[src/rtl/sfs_pkg.sv]
`timescale 1ns / 1ps

package sfs_pkg;

    localparam int FRAME_BYTES = 8;
    localparam int INDEX_W     = 3;
    localparam int LATCH_EVERY = 3;

    localparam logic [7:0] HDR0         = 8'hBC;
    localparam logic [7:0] HDR1         = 8'h02;
    localparam logic [7:0] RELOAD_RESET = 8'd10;

    localparam logic FUNC_TICK  = 1'b0;
    localparam logic FUNC_READY = 1'b1;

    typedef logic [FRAME_BYTES-1:0][7:0] t_frame_row;

    typedef struct packed {
        logic       func;
        logic [5:0] status_flags;
        logic [7:0] speed_level;
        logic [7:0] battery_level;
        logic [7:0] sensed_value;
        logic [7:0] logo_byte;
    } t_in_beat;

    typedef struct packed {
        logic [7:0]         tx_byte;
        logic [INDEX_W-1:0] byte_index;
        logic               frame_last;
    } t_out_beat;

endpackage

[src/rtl/sfs_frame_buf.sv]
`timescale 1ns / 1ps

module sfs_frame_buf (
    input  logic                             i_clk,
    input  logic                             i_rst_n,
    input  logic                             i_wr_en,
    input  sfs_pkg::t_frame_row              i_wr_row,
    input  logic                             i_rd_en,
    input  logic [sfs_pkg::INDEX_W-1:0]      i_rd_addr,
    output logic [7:0]                       o_rd_data
);

    // One frame row, written whole and read one byte at a time.
    sfs_pkg::t_frame_row r_row;
    logic                r_written;
    logic [7:0]          r_rd_data;

    always_ff @(posedge i_clk) begin
        if (!i_rst_n) begin
            r_written <= 1'b0;
        end else if (i_wr_en) begin
            r_written <= 1'b1;
        end
    end

    always_ff @(posedge i_clk) begin
        if (i_wr_en) begin
            r_row <= i_wr_row;
        end
    end

    // The row reads as all zero until the first frame has been built.
    always_ff @(posedge i_clk) begin
        if (i_rd_en) begin
            r_rd_data <= r_written ? r_row[i_rd_addr] : 8'd0;
        end
    end

    assign o_rd_data = r_rd_data;

endmodule

[src/rtl/status_frame_sender.sv]
`timescale 1ns / 1ps

// Periodic telemetry frame sender. Each input beat is a pacing tick or a
// transmitter-ready event; a tick that finds the pacing counter at zero
// reloads it, builds an 8-byte frame (header, status, levels, sensed value,
// logo byte, checksum) into the frame buffer and sends byte 0, and each ready
// beat sends the next byte until the checksum is out; a ready beat after that
// only rewinds the index. The block takes one beat per clock; a result passes
// through the frame buffer read stage and then the output register. The input
// side stalls only when both the read stage and the output register hold
// beats and the output is stalled.
module status_frame_sender (
    input  logic                i_clk,
    input  logic                i_rst_n,
    input  logic                i_in_valid,
    output logic                o_in_stall,
    input  sfs_pkg::t_in_beat   i_in_data,
    output logic                o_out_valid,
    input  logic                i_out_stall,
    output sfs_pkg::t_out_beat  o_out_data,
    input  logic                i_cfg_we,
    input  logic [7:0]          i_cfg_wdata
);

    localparam logic [1:0] LATCH_PHASE = 2'(sfs_pkg::LATCH_EVERY);

    logic [7:0] r_reload;
    logic [7:0] r_pacing_count;
    logic [1:0] r_phase;
    logic [7:0] r_latched;
    logic [3:0] r_send_index;

    logic                          r_s1_valid;
    logic                          r_s1_direct;
    logic [sfs_pkg::INDEX_W-1:0]   r_s1_index;

    logic                r_out_valid;
    sfs_pkg::t_out_beat  r_out_data;

    logic                 in_acc;
    logic                 is_tick;
    logic                 build;
    logic                 rdy_emit;
    logic                 s1_adv;
    logic [1:0]           phase_inc;
    logic                 latch_now;
    logic [1:0]           n_phase;
    logic [7:0]           n_latched;
    logic [7:0]           checksum;
    sfs_pkg::t_frame_row  new_row;
    logic [7:0]           rd_data;
    logic [7:0]           s1_byte;

    assign s1_adv     = !r_out_valid || !i_out_stall;
    assign o_in_stall = r_s1_valid && !s1_adv;
    assign in_acc     = i_in_valid && !o_in_stall;
    assign is_tick    = (i_in_data.func == sfs_pkg::FUNC_TICK);
    assign build      = in_acc && is_tick && (r_pacing_count == 8'd0);
    assign rdy_emit   = in_acc && (i_in_data.func == sfs_pkg::FUNC_READY) && !r_send_index[3];

    always_comb begin
        phase_inc = r_phase + 2'd1;
        latch_now = (phase_inc == LATCH_PHASE);
        n_phase   = latch_now ? 2'd0 : phase_inc;
        n_latched = latch_now ? i_in_data.sensed_value : r_latched;

        new_row[0] = sfs_pkg::HDR0;
        new_row[1] = sfs_pkg::HDR1;
        new_row[2] = {2'b00, i_in_data.status_flags};
        new_row[3] = i_in_data.speed_level;
        new_row[4] = i_in_data.battery_level;
        new_row[5] = n_latched;
        new_row[6] = i_in_data.logo_byte;
        checksum   = new_row[0] + new_row[1] + new_row[2] + new_row[3]
                   + new_row[4] + new_row[5] + new_row[6];
        new_row[7] = checksum;
    end

    sfs_frame_buf u_frame_buf (
        .i_clk     (i_clk),
        .i_rst_n   (i_rst_n),
        .i_wr_en   (build),
        .i_wr_row  (new_row),
        .i_rd_en   (rdy_emit),
        .i_rd_addr (r_send_index[sfs_pkg::INDEX_W-1:0]),
        .o_rd_data (rd_data)
    );

    // Byte 0 of a fresh frame is the header constant, so it skips the buffer.
    assign s1_byte = r_s1_direct ? sfs_pkg::HDR0 : rd_data;

    always_ff @(posedge i_clk) begin
        if (!i_rst_n) begin
            r_reload <= sfs_pkg::RELOAD_RESET;
        end else if (i_cfg_we) begin
            r_reload <= i_cfg_wdata;
        end
    end

    always_ff @(posedge i_clk) begin
        if (!i_rst_n) begin
            r_pacing_count <= sfs_pkg::RELOAD_RESET;
            r_phase        <= 2'd0;
            r_latched      <= 8'd0;
            r_send_index   <= 4'd0;
        end else if (in_acc) begin
            if (is_tick) begin
                if (r_pacing_count != 8'd0) begin
                    r_pacing_count <= r_pacing_count - 8'd1;
                end else begin
                    r_pacing_count <= r_reload;
                    r_phase        <= n_phase;
                    r_latched      <= n_latched;
                    r_send_index   <= 4'd1;
                end
            end else if (!r_send_index[3]) begin
                r_send_index <= r_send_index + 4'd1;
            end else begin
                r_send_index <= 4'd0;
            end
        end
    end

    always_ff @(posedge i_clk) begin
        if (!i_rst_n) begin
            r_s1_valid <= 1'b0;
        end else if (build || rdy_emit) begin
            r_s1_valid <= 1'b1;
        end else if (s1_adv) begin
            r_s1_valid <= 1'b0;
        end
    end

    always_ff @(posedge i_clk) begin
        if (build) begin
            r_s1_direct <= 1'b1;
            r_s1_index  <= '0;
        end else if (rdy_emit) begin
            r_s1_direct <= 1'b0;
            r_s1_index  <= r_send_index[sfs_pkg::INDEX_W-1:0];
        end
    end

    always_ff @(posedge i_clk) begin
        if (!i_rst_n) begin
            r_out_valid <= 1'b0;
        end else if (r_s1_valid && s1_adv) begin
            r_out_valid <= 1'b1;
        end else if (!i_out_stall) begin
            r_out_valid <= 1'b0;
        end
    end

    always_ff @(posedge i_clk) begin
        if (r_s1_valid && s1_adv) begin
            r_out_data.tx_byte    <= s1_byte;
            r_out_data.byte_index <= r_s1_index;
            r_out_data.frame_last <= (r_s1_index == sfs_pkg::INDEX_W'(sfs_pkg::FRAME_BYTES - 1));
        end
    end

    assign o_out_valid = r_out_valid;
    assign o_out_data  = r_out_data;

endmodule

[config.mk]
export PLATFORM = sky130hd
export DESIGN_NAME = status_frame_sender
export DESIGN_NICKNAME = d
export VERILOG_FILES = /design/src/rtl/sfs_pkg.sv /design/src/rtl/sfs_frame_buf.sv /design/src/rtl/status_frame_sender.sv
export SDC_FILE = /design/constraint.sdc
export NUM_CORES = 1
export LEC_CHECK = 0
export BUFFER_PORTS_ARGS = -buffer_cell sky130_fd_sc_hd__buf_2
export CAP_MARGIN = 20
export CELL_PAD_IN_SITES_DETAIL_PLACEMENT = 1
export CELL_PAD_IN_SITES_GLOBAL_PLACEMENT = 2
export CORE_ASPECT_RATIO = 1.1
export CORE_MARGIN = 2
export CORE_UTILIZATION = 41
export DETAILED_ROUTE_END_ITERATION = 16
export GPL_ROUTABILITY_DRIVEN = 0
export PLACE_DENSITY_LB_ADDON = 0.1
export SKIP_CTS_REPAIR_TIMING = 1
export SLEW_MARGIN = 40
export SYNTH_ARGS = -nofsm -noshare
export SYNTH_HDL_FRONTEND = slang
export SYNTH_SLANG_ARGS = --single-unit
[constraint.sdc]
create_clock -name i_clk -period 7.3 [get_ports i_clk]
set_input_delay 0 -clock i_clk [delete_from_list [all_inputs] [get_ports i_clk]]
set_output_delay 0 -clock i_clk [all_outputs]
set_load 0.005 [all_outputs]
==> results of run 1 <==
==> synthesized netlist by cell type, drive strengths merged (2+ instances only) <==
cell type and n:
edfxtp 66, inv 58, dfxtp 37, a21oi 32
nand2 21, fa 20, nor2 18, clkbuf 15
ha 15, nor3 13, mux2i 12, o21ai 11
mux2 7, mux4 7, nand2b 7, xnor2 7
buf 6, nand3 6, nor2b 5, o211a 5
or2 5, a21boi 4, o21a 4, a211oi 3
a21o 3, a311oi 3, nand3b 3, nor4 3
or4 3, and2 2, nand4b 2, o31a 2
o31ai 2, or3 2
==> final timing paths <==
kind | depth (start not counted) | to | slack, ps
worst max register to register | 12 | u_frame_buf.r_row[62] | 2950
worst max-delay path | 12 | u_frame_buf.r_row[62] | 2950
worst min register to register | 0 | o_out_data[3] | 460
worst min-delay path | 2 | u_frame_buf.r_row[41] | 20
==> cell type report <==
| cell class | instances | share of cell area (%) |
|---|---|---|
| clock buffer | 12 | 3.78 |
| clock inverter | 4 | 0.740 |
| inverter | 59 | 3.54 |
| multi-input combinational | 242 | 33.1 |
| sequential | 103 | 43.6 |
| tap | 154 | 3.08 |
| timing repair buffer | 110 | 12.2 |
==> metrics by stage <==
step,worst slack [ps],area [um2],hold WS [ps],total power [uW]
global placement,3040,5560,192,864
finish,2950,6250,16.0,1350
detailed placement,2930,5560,193,879
CTS,2930,5840,-177,1360
global route,2740,6250,18.1,1420
floorplan,3530,5090,98.9,812
==> worst reg2reg max path: stages, from the launching register on <==
cell	delay, ps
dfxtp_1	360
nor2b_1	650
mux2_2	450
fa_1	450
fa_1	490
inv_1	50
fa_1	530
inv_1	40
ha_1	220
fa_1	410
a21o_1	170
a21oi_1	180
xnor2_1	90
==> state kept, by name (all words and copies together) (netlist names) <==
register               count
r_latched                  8
r_s1_index                 3
r_send_index               4
r_s1_valid                 1
u_frame_buf.o_rd_data      8
o_out_valid                1
o_out_data                12
u_frame_buf.r_written      1
r_pacing_count             8
r_phase                    2
r_s1_direct                1
u_frame_buf.r_row         46
r_reload                   8
==> where the power goes <==
group          switching [uW]  leakage, uW  internal, uW
combinational             117      0.00153           113
clock                     210     0.000134           265
sequential               7.73     0.000915           640
==> layout by cell type (no fill, tap or decap), drive strengths merged, types with 4 or more instances in the layout <==
cell,instances
buf,69
nand2b,7
dlygate4sd3,41
xnor2,7
dfxtp,37
mux2,7
nand3,6
o211a,5
inv,58
mux4,7
clkbuf,12
nor2b,5
nor2,18
o21ai,11
or2,5
nor3,13
o21a,4
fa,20
a21boi,4
mux2i,12
ha,15
a21oi,32
nand2,21
edfxtp,66
==> cell families (layout without fill, tap and decap cells) <==
family,Yosys count,count (layout),synth area share (%)
muxes,26,26,7.00
buffers and inverters,80,185,6.12
and+or+nand+nor,95,95,10.2
AOI/OAI and AO/OA,77,77,9.81
xor gates and xnor gates,9,9,1.82
adders and majority gates,35,35,11.6
DFF,103,103,53.5
==> per-layer routing <==
layer / global-route usage, % / routed length, um / up-vias
met4: 6.88 / 202 / 0
met3: 2.90 / 482 / 14
li1: - / - / 1686
met1: 24.6 / 5110 / 1731
met2: 28.6 / 5750 / 84
met5: 0 / 0 / -
==> flow_summary.yaml, run 1 <==
outcome:
  outcome: "finished, final reports clean"
placement:
  io_buffers: 65
  dp.cells: 627
  dp_hpwl_um: 7980
floorplan:
  fp.dieW_um: 110
  start_util_pct: 42.1
  io_pins: 66
  rows: 42
  die-area_um2: 13300
  die_h_um: 121
  core_area_um2: 12100
timing:
  fmax_mhz: 230
  fin_tns_setup_ps: 0
  slew_viol_final: 0
  worst_clock_skew_ps: 7.87
  rsz0062_at_grt: "no"
  setup_violations: 0
  fin_crit_ps: 4350
  fin_crit_sh_pct: 59.6
  relSlewSlack_pct: 47.4
  worst_pin_slew_ps: 788
  final_hold_viol_count: 0
synth:
  synth_top_area_share_pct: 38.9
  synth_enable_flop_cells: 66
  synthCells: 425
  syn_nets: 512
  syn_area_um2: 5090
  synth.yosys.seq_area_share_pct: 53.5
  async_reset_ff_share_pct: 0
  synth_area_leaders: "edfxtp_1 39%, dfxtp_1 15%, fa_1 7.9%"
  synth_top_area_cell: "edfxtp_1"
  yosysUniqueCellTypes: 57
  avgSynthCellArea_um2: 12.0
  synth_seq_cells: 103
  yosysWarningCount: 0
  ys.flop_type: "edfxtp_1"
detailed_routing:
  drt.antenna.violating_nets: 0
  vias: 3515
  totalWireLength_um: 11500
  dr.pass1.iters: 4
  drc_errors: 0
  drt_iter0_drc: 172
  wl_per_cell_um: 16.9
  viasPerCell: 5.14
clocking:
  clk_pin_slew_ps: 70
  tritoncts: "yes"
  cts_max_level: 3
  cts_max_path_buffers: 2
  cts-root-buf: "clkbuf_16"
  cts-buffers-inserted: 9
  insertion_delay_ps: 350
  cts.sinks: 103
critical_path:
  end_kind: "flop"
  rr_startpoint: "r_phase[1]"
  path_buf_inv: 2
  criticalPathCategory: "reg -> reg"
  worst-path-max-fanout: 8
  startpoint_type: "flop"
  required_ps: 7400
  path_cells: "nor2b_1 -> mux2_2 -> fa_1 -> fa_1 -> inv_1 -> fa_1 -> inv_1 -> ha_1 -> fa_1 -> a21o_1 -> a21oi_1 -> xnor2_1"
  crit_start: "r_phase[1]"
  cpPeakStageDelay_ps: 650
  path_common_cell: "fa_1"
  crit_family: "adder cells"
  cp_slowest_cell: "nor2b_1"
  crit_arrival_ps: 4450
finish:
  multi_input_area_um2: 2070
  regArea_um2: 2720
  final_core_utilization_pct: 51.7
  n_antenna_cell: 0
  final_cells: 684
  area_delta_synth_final_pct: 22.8
  nNetsFinal: 612
  fillers: 1309
  drive_gt1_share_pct: 20.9
pwr:
  p_leak_uw: 0.00257
  pwr_density_cell_nw_per_um2: 216
  irDropWorstVdd_v: 0.000105
global_routing:
  grt_pass1_vias: 3450
  grt_max_degree: 57
  antenna_found_initial: 0
  grtUsageTotal_pct: 18.0
  grt_pass1_wl_um: 17800
  overflow: 0
min_path:
  hold_start: "i_in_data[9]"
  hold_class: "in -> reg"
run:
  max-cap-violations: 0
(Power assumes the default switching activity.)
==> inputs of run 2 (changes only) <==
--- a/config.mk
+++ b/config.mk
@@ -5,13 +5,14 @@
 export SDC_FILE = /design/constraint.sdc
 export NUM_CORES = 1
 export LEC_CHECK = 0
+export ABC_AREA = 1
 export BUFFER_PORTS_ARGS = -buffer_cell sky130_fd_sc_hd__buf_2
 export CAP_MARGIN = 20
 export CELL_PAD_IN_SITES_DETAIL_PLACEMENT = 1
 export CELL_PAD_IN_SITES_GLOBAL_PLACEMENT = 2
 export CORE_ASPECT_RATIO = 1.1
 export CORE_MARGIN = 2
-export CORE_UTILIZATION = 41
+export CORE_UTILIZATION = 33
 export DETAILED_ROUTE_END_ITERATION = 16
 export GPL_ROUTABILITY_DRIVEN = 0
 export PLACE_DENSITY_LB_ADDON = 0.1
==> constraint.sdc (replaced) <==
create_clock -name i_clk -period 3.5 [get_ports i_clk]
set_input_delay 0 -clock i_clk [delete_from_list [all_inputs] [get_ports i_clk]]
set_output_delay 0 -clock i_clk [all_outputs]
set_load 0.005 [all_outputs]
==> run 2 against run 1 <==
Compared with the run above: the flow now finishes with violations (negative hold slack); cell count rose by 29%; sequential cell count did not move; sequential share of layout area fell by 3.1 points; power rose by 140%; critical path depth rose by 4; synthesized cell count rose by 30%; clock-buffer cell count fell by 3; via count rose by 16%; critical endpoint unchanged.
==> flow_summary.yaml, run 2 <==
detailed_routing:
  viasPerCell: 4.62
  dr.pass1.iters: 4
  totalWireLength_um: 14000
  vias: 4074
  drt.antenna.violating_nets: 0
  wl_per_cell_um: 15.9
  drt_iter0_drc: 154
  drc_errors: 0
finish:
  top_register: "u_frame_buf.r_row"
  drive_gt1_share_pct: 21.4
  n_antenna_cell: 0
  layout_common_cells: "99 x nand2_1, 88 x inv_1, 66 x edfxtp_1, 65 x buf_2, 48 x nor2_1"
  nNetsFinal: 764
  final_common_cell: "nand2_1"
  final_cells: 882
  largest_register_ffs: 46
  area_delta_synth_final_pct: 28.8
critical_path:
  criticalPathCategory: "reg -> reg"
  path_cells: "inv_2 -> nand2_4 -> buf_6 -> nand2_1 -> nand2_2 -> fa_1 -> fa_1 -> inv_1 -> fa_1 -> inv_2 -> ha_4 -> buf_4 -> buf_4 -> nand3_2 -> nand2_1 -> xor2_1"
  crit_family: "adder cells"
  crit_arrival_ps: 3520
  path_buf_inv: 6
  required_ps: 3610
  end_kind: "flop"
  cpPeakStageDelay_ps: 520
  worst-path-max-fanout: 8
  startpoint_type: "flop"
  cp_slowest_cell: "fa_1"
  path_common_cell: "fa_1"
timing:
  fin_crit_ps: 3410
  fmax_mhz: 293
  setup_ws_ps: 91.9
  worst_clock_skew_ps: 10.4
  slew_viol_final: 0
  final_hold_viol_count: 2
  worst_pin_slew_ps: 723
  setup_violations: 0
  relSlewSlack_pct: 51.8
  rsz0062_at_grt: "yes"
  fin_crit_sh_pct: 97.4
  hold_slack_ps: -72.7
floorplan:
  io_pins: 66
  fp.dieW_um: 124
  rows: 48
  start_util_pct: 33.5
  core_area_um2: 15600
  die_h_um: 136
  die-area_um2: 16900
synth:
  synth.yosys.seq_area_share_pct: 52.0
  async_reset_ff_share_pct: 0
  syn_nets: 641
  synthCells: 554
  synth_enable_flop_cells: 66
  synthXorXnorAreaFrac_pct: 1.34
  synth_area_leaders: "edfxtp_1 38%, dfxtp_1 14%, fa_1 7.7%"
  synth_top_family_by_area: "simple AND/OR/NAND/NOR gates"
  syn_area_um2: 5230
  synth_top_area_cell: "edfxtp_1"
  synth_seq_cells: 103
  synthMuxAreaShare_pct: 0
  synth_top_area_share_pct: 37.9
  ys.flop_type: "edfxtp_1"
  synthAdderAreaFrac_pct: 11.2
  synth_compound_area_share_pct: 9.66
  yosysMostFrequentCell: "nand2_1"
  avgSynthCellArea_um2: 9.44
  yosysUniqueCellTypes: 33
  yosysWarningCount: 0
  synth_common_cells: "106 x nand2_1, 90 x inv_1, 66 x edfxtp_1"
  synthSimpleGateAreaFrac_pct: 17.0
min_path:
  hold_class: "in -> reg"
pwr:
  pwr_density_cell_nw_per_um2: 476
  irDropWorstVdd_v: 0.000224
  p_leak_uw: 0.00292
clocking:
  cts.sinks: 103
  tritoncts: "yes"
  cts_max_path_buffers: 2
  cts-buffers-inserted: 9
  cts_max_level: 3
  clk_pin_slew_ps: 80
  cts-root-buf: "clkbuf_16"
  insertion_delay_ps: 360
placement:
  dpl_worst_slack_ps: -153
  io_buffers: 65
  dp_hpwl_um: 10100
  dp.cells: 816
global_routing:
  gr-usage-met1_pct: 20.7
  grt_max_degree: 55
  grt_util_met3_pct: 2.64
  busiest_layer: "met2"
  grtUsageTotal_pct: 17.0
  grt_pass1_vias: 4094
  use_met2_pct: 29.6
  overflow: 0
  antenna_found_initial: 0
  grt_pass1_wl_um: 21300
run:
  max-cap-violations: 0
outcome:
  outcome: "complete, but fails checks"
  violations: "negative hold slack"
[run 2: cell count changes after synthesis, moves of 11 or more]
cell / delta
nand2_1: +85
a21oi_1: +15
mux2i_1: -12
nand3_1: +19
inv_1: +33
nor2_1: +31
o21ai_0: +23
nor3_1: -11
[run 2: cells by family after synthesis]
logic type,after synthesis
XOR/XNOR,8
AND/OR/NAND/NOR,202
adder cells (fa/ha/maj),35
buffers and inverters,110
AO/OA/AOI/OAI,96
flip-flops,103
[run 2: final timing paths]
kind	cells past startpoint	startpoint	to	slack, ps
worst max register to register	16	r_phase[0]	u_frame_buf.r_row[62]	90
worst max-delay path	16	r_phase[0]	u_frame_buf.r_row[62]	90
worst min-delay path	3	i_cfg_wdata[6]	r_reload[6]	-70
worst min register to register	0	r_s1_index[1]	o_out_data[2]	430
[run 2: through the flow]
| step | hold WS (ps) | power (uW) | utilization, % | setup TNS, ps | area, um2 |
|---|---|---|---|---|---|
| 4_1_cts | -186 | 3070 | 39.3 | -335 | 6130 |
| 5_1_grt | 21.4 | 3390 | 43.2 | -96.7 | 6740 |
| 6_report | -72.7 | 3210 | 43.2 | 0 | 6740 |
| 3_3_place_gp | 194 | 1900 | 37.1 | -9.83 | 5800 |
| 2_1_floorplan | 98.9 | 1740 | - | 0 | 5230 |
| 3_5_place_dp | 196 | 1920 | 37.1 | -298 | 5800 |
[run 2: layout make-up]
class / count / area (um2)
clock buffers: 9 / 225
clock inverters: 7 / 108
fillers: 1820 / 8880
inverters: 96 / 360
multi-input cells: 341 / 2170
flip-flops and latches: 103 / 2730
well taps: 200 / 250
repair buffers: 126 / 900
[run 2: report_power, final]
| part | switching [uW] | internal (uW) | total, uW |
|---|---|---|---|
| clock | 501 | 643 | 1140 |
| sequential | 19.9 | 1340 | 1360 |
| combinational | 377 | 328 | 705 |
[run 2: metal layers]
metal	part of all wire (%)	vias up
li1	-	2034
met1	44	1965
met2	52	52
met3	2.2	23
met4	2.5	0
met5	0	-
[run 2: worst register-to-register path: cells and delay by family (launching register included)]
family | cells | cell delay (ps)
xor gates and xnor gates | 1 | 140
DFF | 1 | 330
and+or+nand+nor | 5 | 350
buffers and inverters | 6 | 580
adders and majority gates | 4 | 1750
==> inputs of run 3 (changes only) <==
--- a/config.mk
+++ b/config.mk
@@ -15,7 +15,7 @@
 export CORE_UTILIZATION = 33
 export DETAILED_ROUTE_END_ITERATION = 16
 export GPL_ROUTABILITY_DRIVEN = 0
-export PLACE_DENSITY_LB_ADDON = 0.1
+export PLACE_DENSITY = 0.84
 export SKIP_CTS_REPAIR_TIMING = 1
 export SLEW_MARGIN = 40
 export SYNTH_ARGS = -nofsm -noshare
==> run 3 against run 2 <==
Compared with the run above: the run still ends with negative hold slack left; worst hold slack better by 26 ps; die area unchanged; sequential power about the same; combinational power down 5.0%; cell count down 0.34%; sequential share of layout area up 0.27 points; routed wire length about the same; sequential cell count unchanged; clock-buffer cell count up 2; first-iteration DRC count up 25%; maximum frequency down 0.77%; clock power down 6%; highest routed layer unchanged.
==> flow_summary.yaml, run 3 (synthesized netlist as in run 2, its figures left out) <==
critical_path:
  crit_arrival_ps: 3560
  reg2reg_to: "u_frame_buf.r_row[63]"
  criticalPathCategory: "reg -> reg"
  rr_startpoint: "r_phase[0]"
  worst-path-max-fanout: 5
  required_ps: 3620
  r2r_setup_slack_ps: 70
  end_kind: "flop"
  reg2reg_depth: 19
  startpoint_type: "flop"
timing:
  hold_slack_ps: -46.7
  setup_violations: 0
  final_hold_viol_count: 1
  fin_crit_sh_pct: 98.1
  fin_crit_ps: 3430
  rsz0062_at_grt: "yes"
  fmax_mhz: 291
  setup_ws_ps: 65.6
  worst_pin_slew_ps: 729
  slew_viol_final: 0
  fin_tns_setup_ps: 0
  worst_clock_skew_ps: 8.68
  relSlewSlack_pct: 51.4
global_routing:
  grt_pass1_wl_um: 20800
  antenna_found_initial: 0
  overflow: 0
  grt_pass1_vias: 4051
  grtUsageTotal_pct: 16.6
  grt_max_degree: 57
outcome:
  outcome: "complete, but fails checks"
  violations: "negative hold slack"
run:
  max-cap-violations: 0
floorplan:
  rows: 48
  die_h_um: 136
  start_util_pct: 33.5
  core_area_um2: 15600
  fp.dieW_um: 124
  io_pins: 66
  die-area_um2: 16900
detailed_routing:
  drc_errors: 0
  totalWireLength_um: 14000
  wl_per_cell_um: 15.9
  drt.antenna.violating_nets: 0
  vias: 4112
  drt_iter0_drc: 193
  dr.pass1.iters: 4
  viasPerCell: 4.68
min_path:
  hold_class: "in -> reg"
  hold_path_depth: 3
  hold_start: "i_cfg_wdata[2]"
  whs_endpoint: "r_reload[2]"
pwr:
  pwr_density_cell_nw_per_um2: 463
  p_leak_uw: 0.00290
  irDropWorstVdd_v: 0.000248
clocking:
  cts_max_level: 3
  tritoncts: "yes"
  cts.sinks: 103
  cts-root-buf: "clkbuf_16"
  clk_pin_slew_ps: 80
  cts-buffers-inserted: 9
  insertion_delay_ps: 360
  cts_max_path_buffers: 2
finish:
  area_delta_synth_final_pct: 28.0
  largest_register_ffs: 46
  n_antenna_cell: 0
  final_common_cell: "nand2_1"
  nNetsFinal: 761
  layout_common_cells: "99 x nand2_1, 86 x inv_1, 66 x edfxtp_1, 65 x buf_2, 49 x nor2_1"
  fillers: 1803
  finalInstanceArea_um2: 6700
  drive_gt1_share_pct: 21.1
  regArea_um2: 2730
  multi_input_area_um2: 2170
  final_core_utilization_pct: 42.9
  top_register: "u_frame_buf.r_row"
placement:
  dpl_worst_slack_ps: -179
  io_buffers: 65
  placedInstanceArea_um2: 5790
  dp_hpwl_um: 9880
## run 3: cell count changes in the layout (fill, tap and decap cells not counted), moves of 2 or more
| cell | before | now |
|---|---|---|
| inv_8 | 2 | 0 |
| clkinv_4 | 0 | 3 |
| clkbuf_16 | 9 | 11 |
| bufinv_16 | 2 | 0 |
| buf_4 | 16 | 13 |
| inv_1 | 88 | 86 |
## run 3: layout make-up
cell class | instances | share of cell area (%)
clock inverters | 5 | 0.654
repair buffers | 122 | 12.9
multi-input cells | 342 | 32.5
inverters | 96 | 5.42
flip-flops and latches | 103 | 40.7
well taps | 200 | 3.73
clock buffers | 11 | 4.11
## run 3: per-layer routing
layer	global-route usage, %	up-vias	wire (um)
li1	-	2033	-
met1	20.7	2010	6200
met3	2.98	16	330
met5	0	-	0
met2	28.2	53	7240
met4	6.62	0	238
## run 3: report_power, final
| part | total [uW] | internal (uW) | switching [uW] |
|---|---|---|---|
| registers | 1360 | 1340 | 21.6 |
| clock network | 1070 | 579 | 489 |
| logic | 670 | 299 | 371 |
| total | 3100 | 2220 | 881 |
## run 3: metrics by stage
stage                     power (uW)  std cells
after floorplan                 1740        554
after global placement          1890        815
after detailed placement        1920        815
after CTS                       3000        831
after global routing            3260        879
final                           3100        879
## run 3: worst max-delay path: stages (launching register included)
cell     delay, ps
dfxtp_2        340
inv_4           70
nand2_4         70
nand2_1         70
o21a_1         200
inv_2           60
fa_1           490
inv_1           60
fa_1           490
inv_1           50
fa_1           500
inv_2           70
ha_4           260
nand2_2         60
nor2_1         100
nand2_1         80
inv_1           60
nor2_1          40
nand3_1         70
nand2_1         60
## run 3: worst max path at each step
| stage | from | to | slack (ps) | cells after the start |
|---|---|---|---|---|
| 6_report | r_phase[0] | u_frame_buf.r_row[63] | 70 | 19 |
| 5_1_grt | r_phase[0] | u_frame_buf.r_row[63] | -90 | 19 |
| 4_1_cts | r_phase[0] | u_frame_buf.r_row[63] | -200 | 19 |
| 3_5_place_dp | r_phase[0] | u_frame_buf.r_row[63] | -180 | 19 |
| 3_3_place_gp | r_phase[0] | u_frame_buf.r_row[62] | -40 | 14 |
| 2_1_floorplan | r_phase[1] | u_frame_buf.r_row[62] | 40 | 15 |
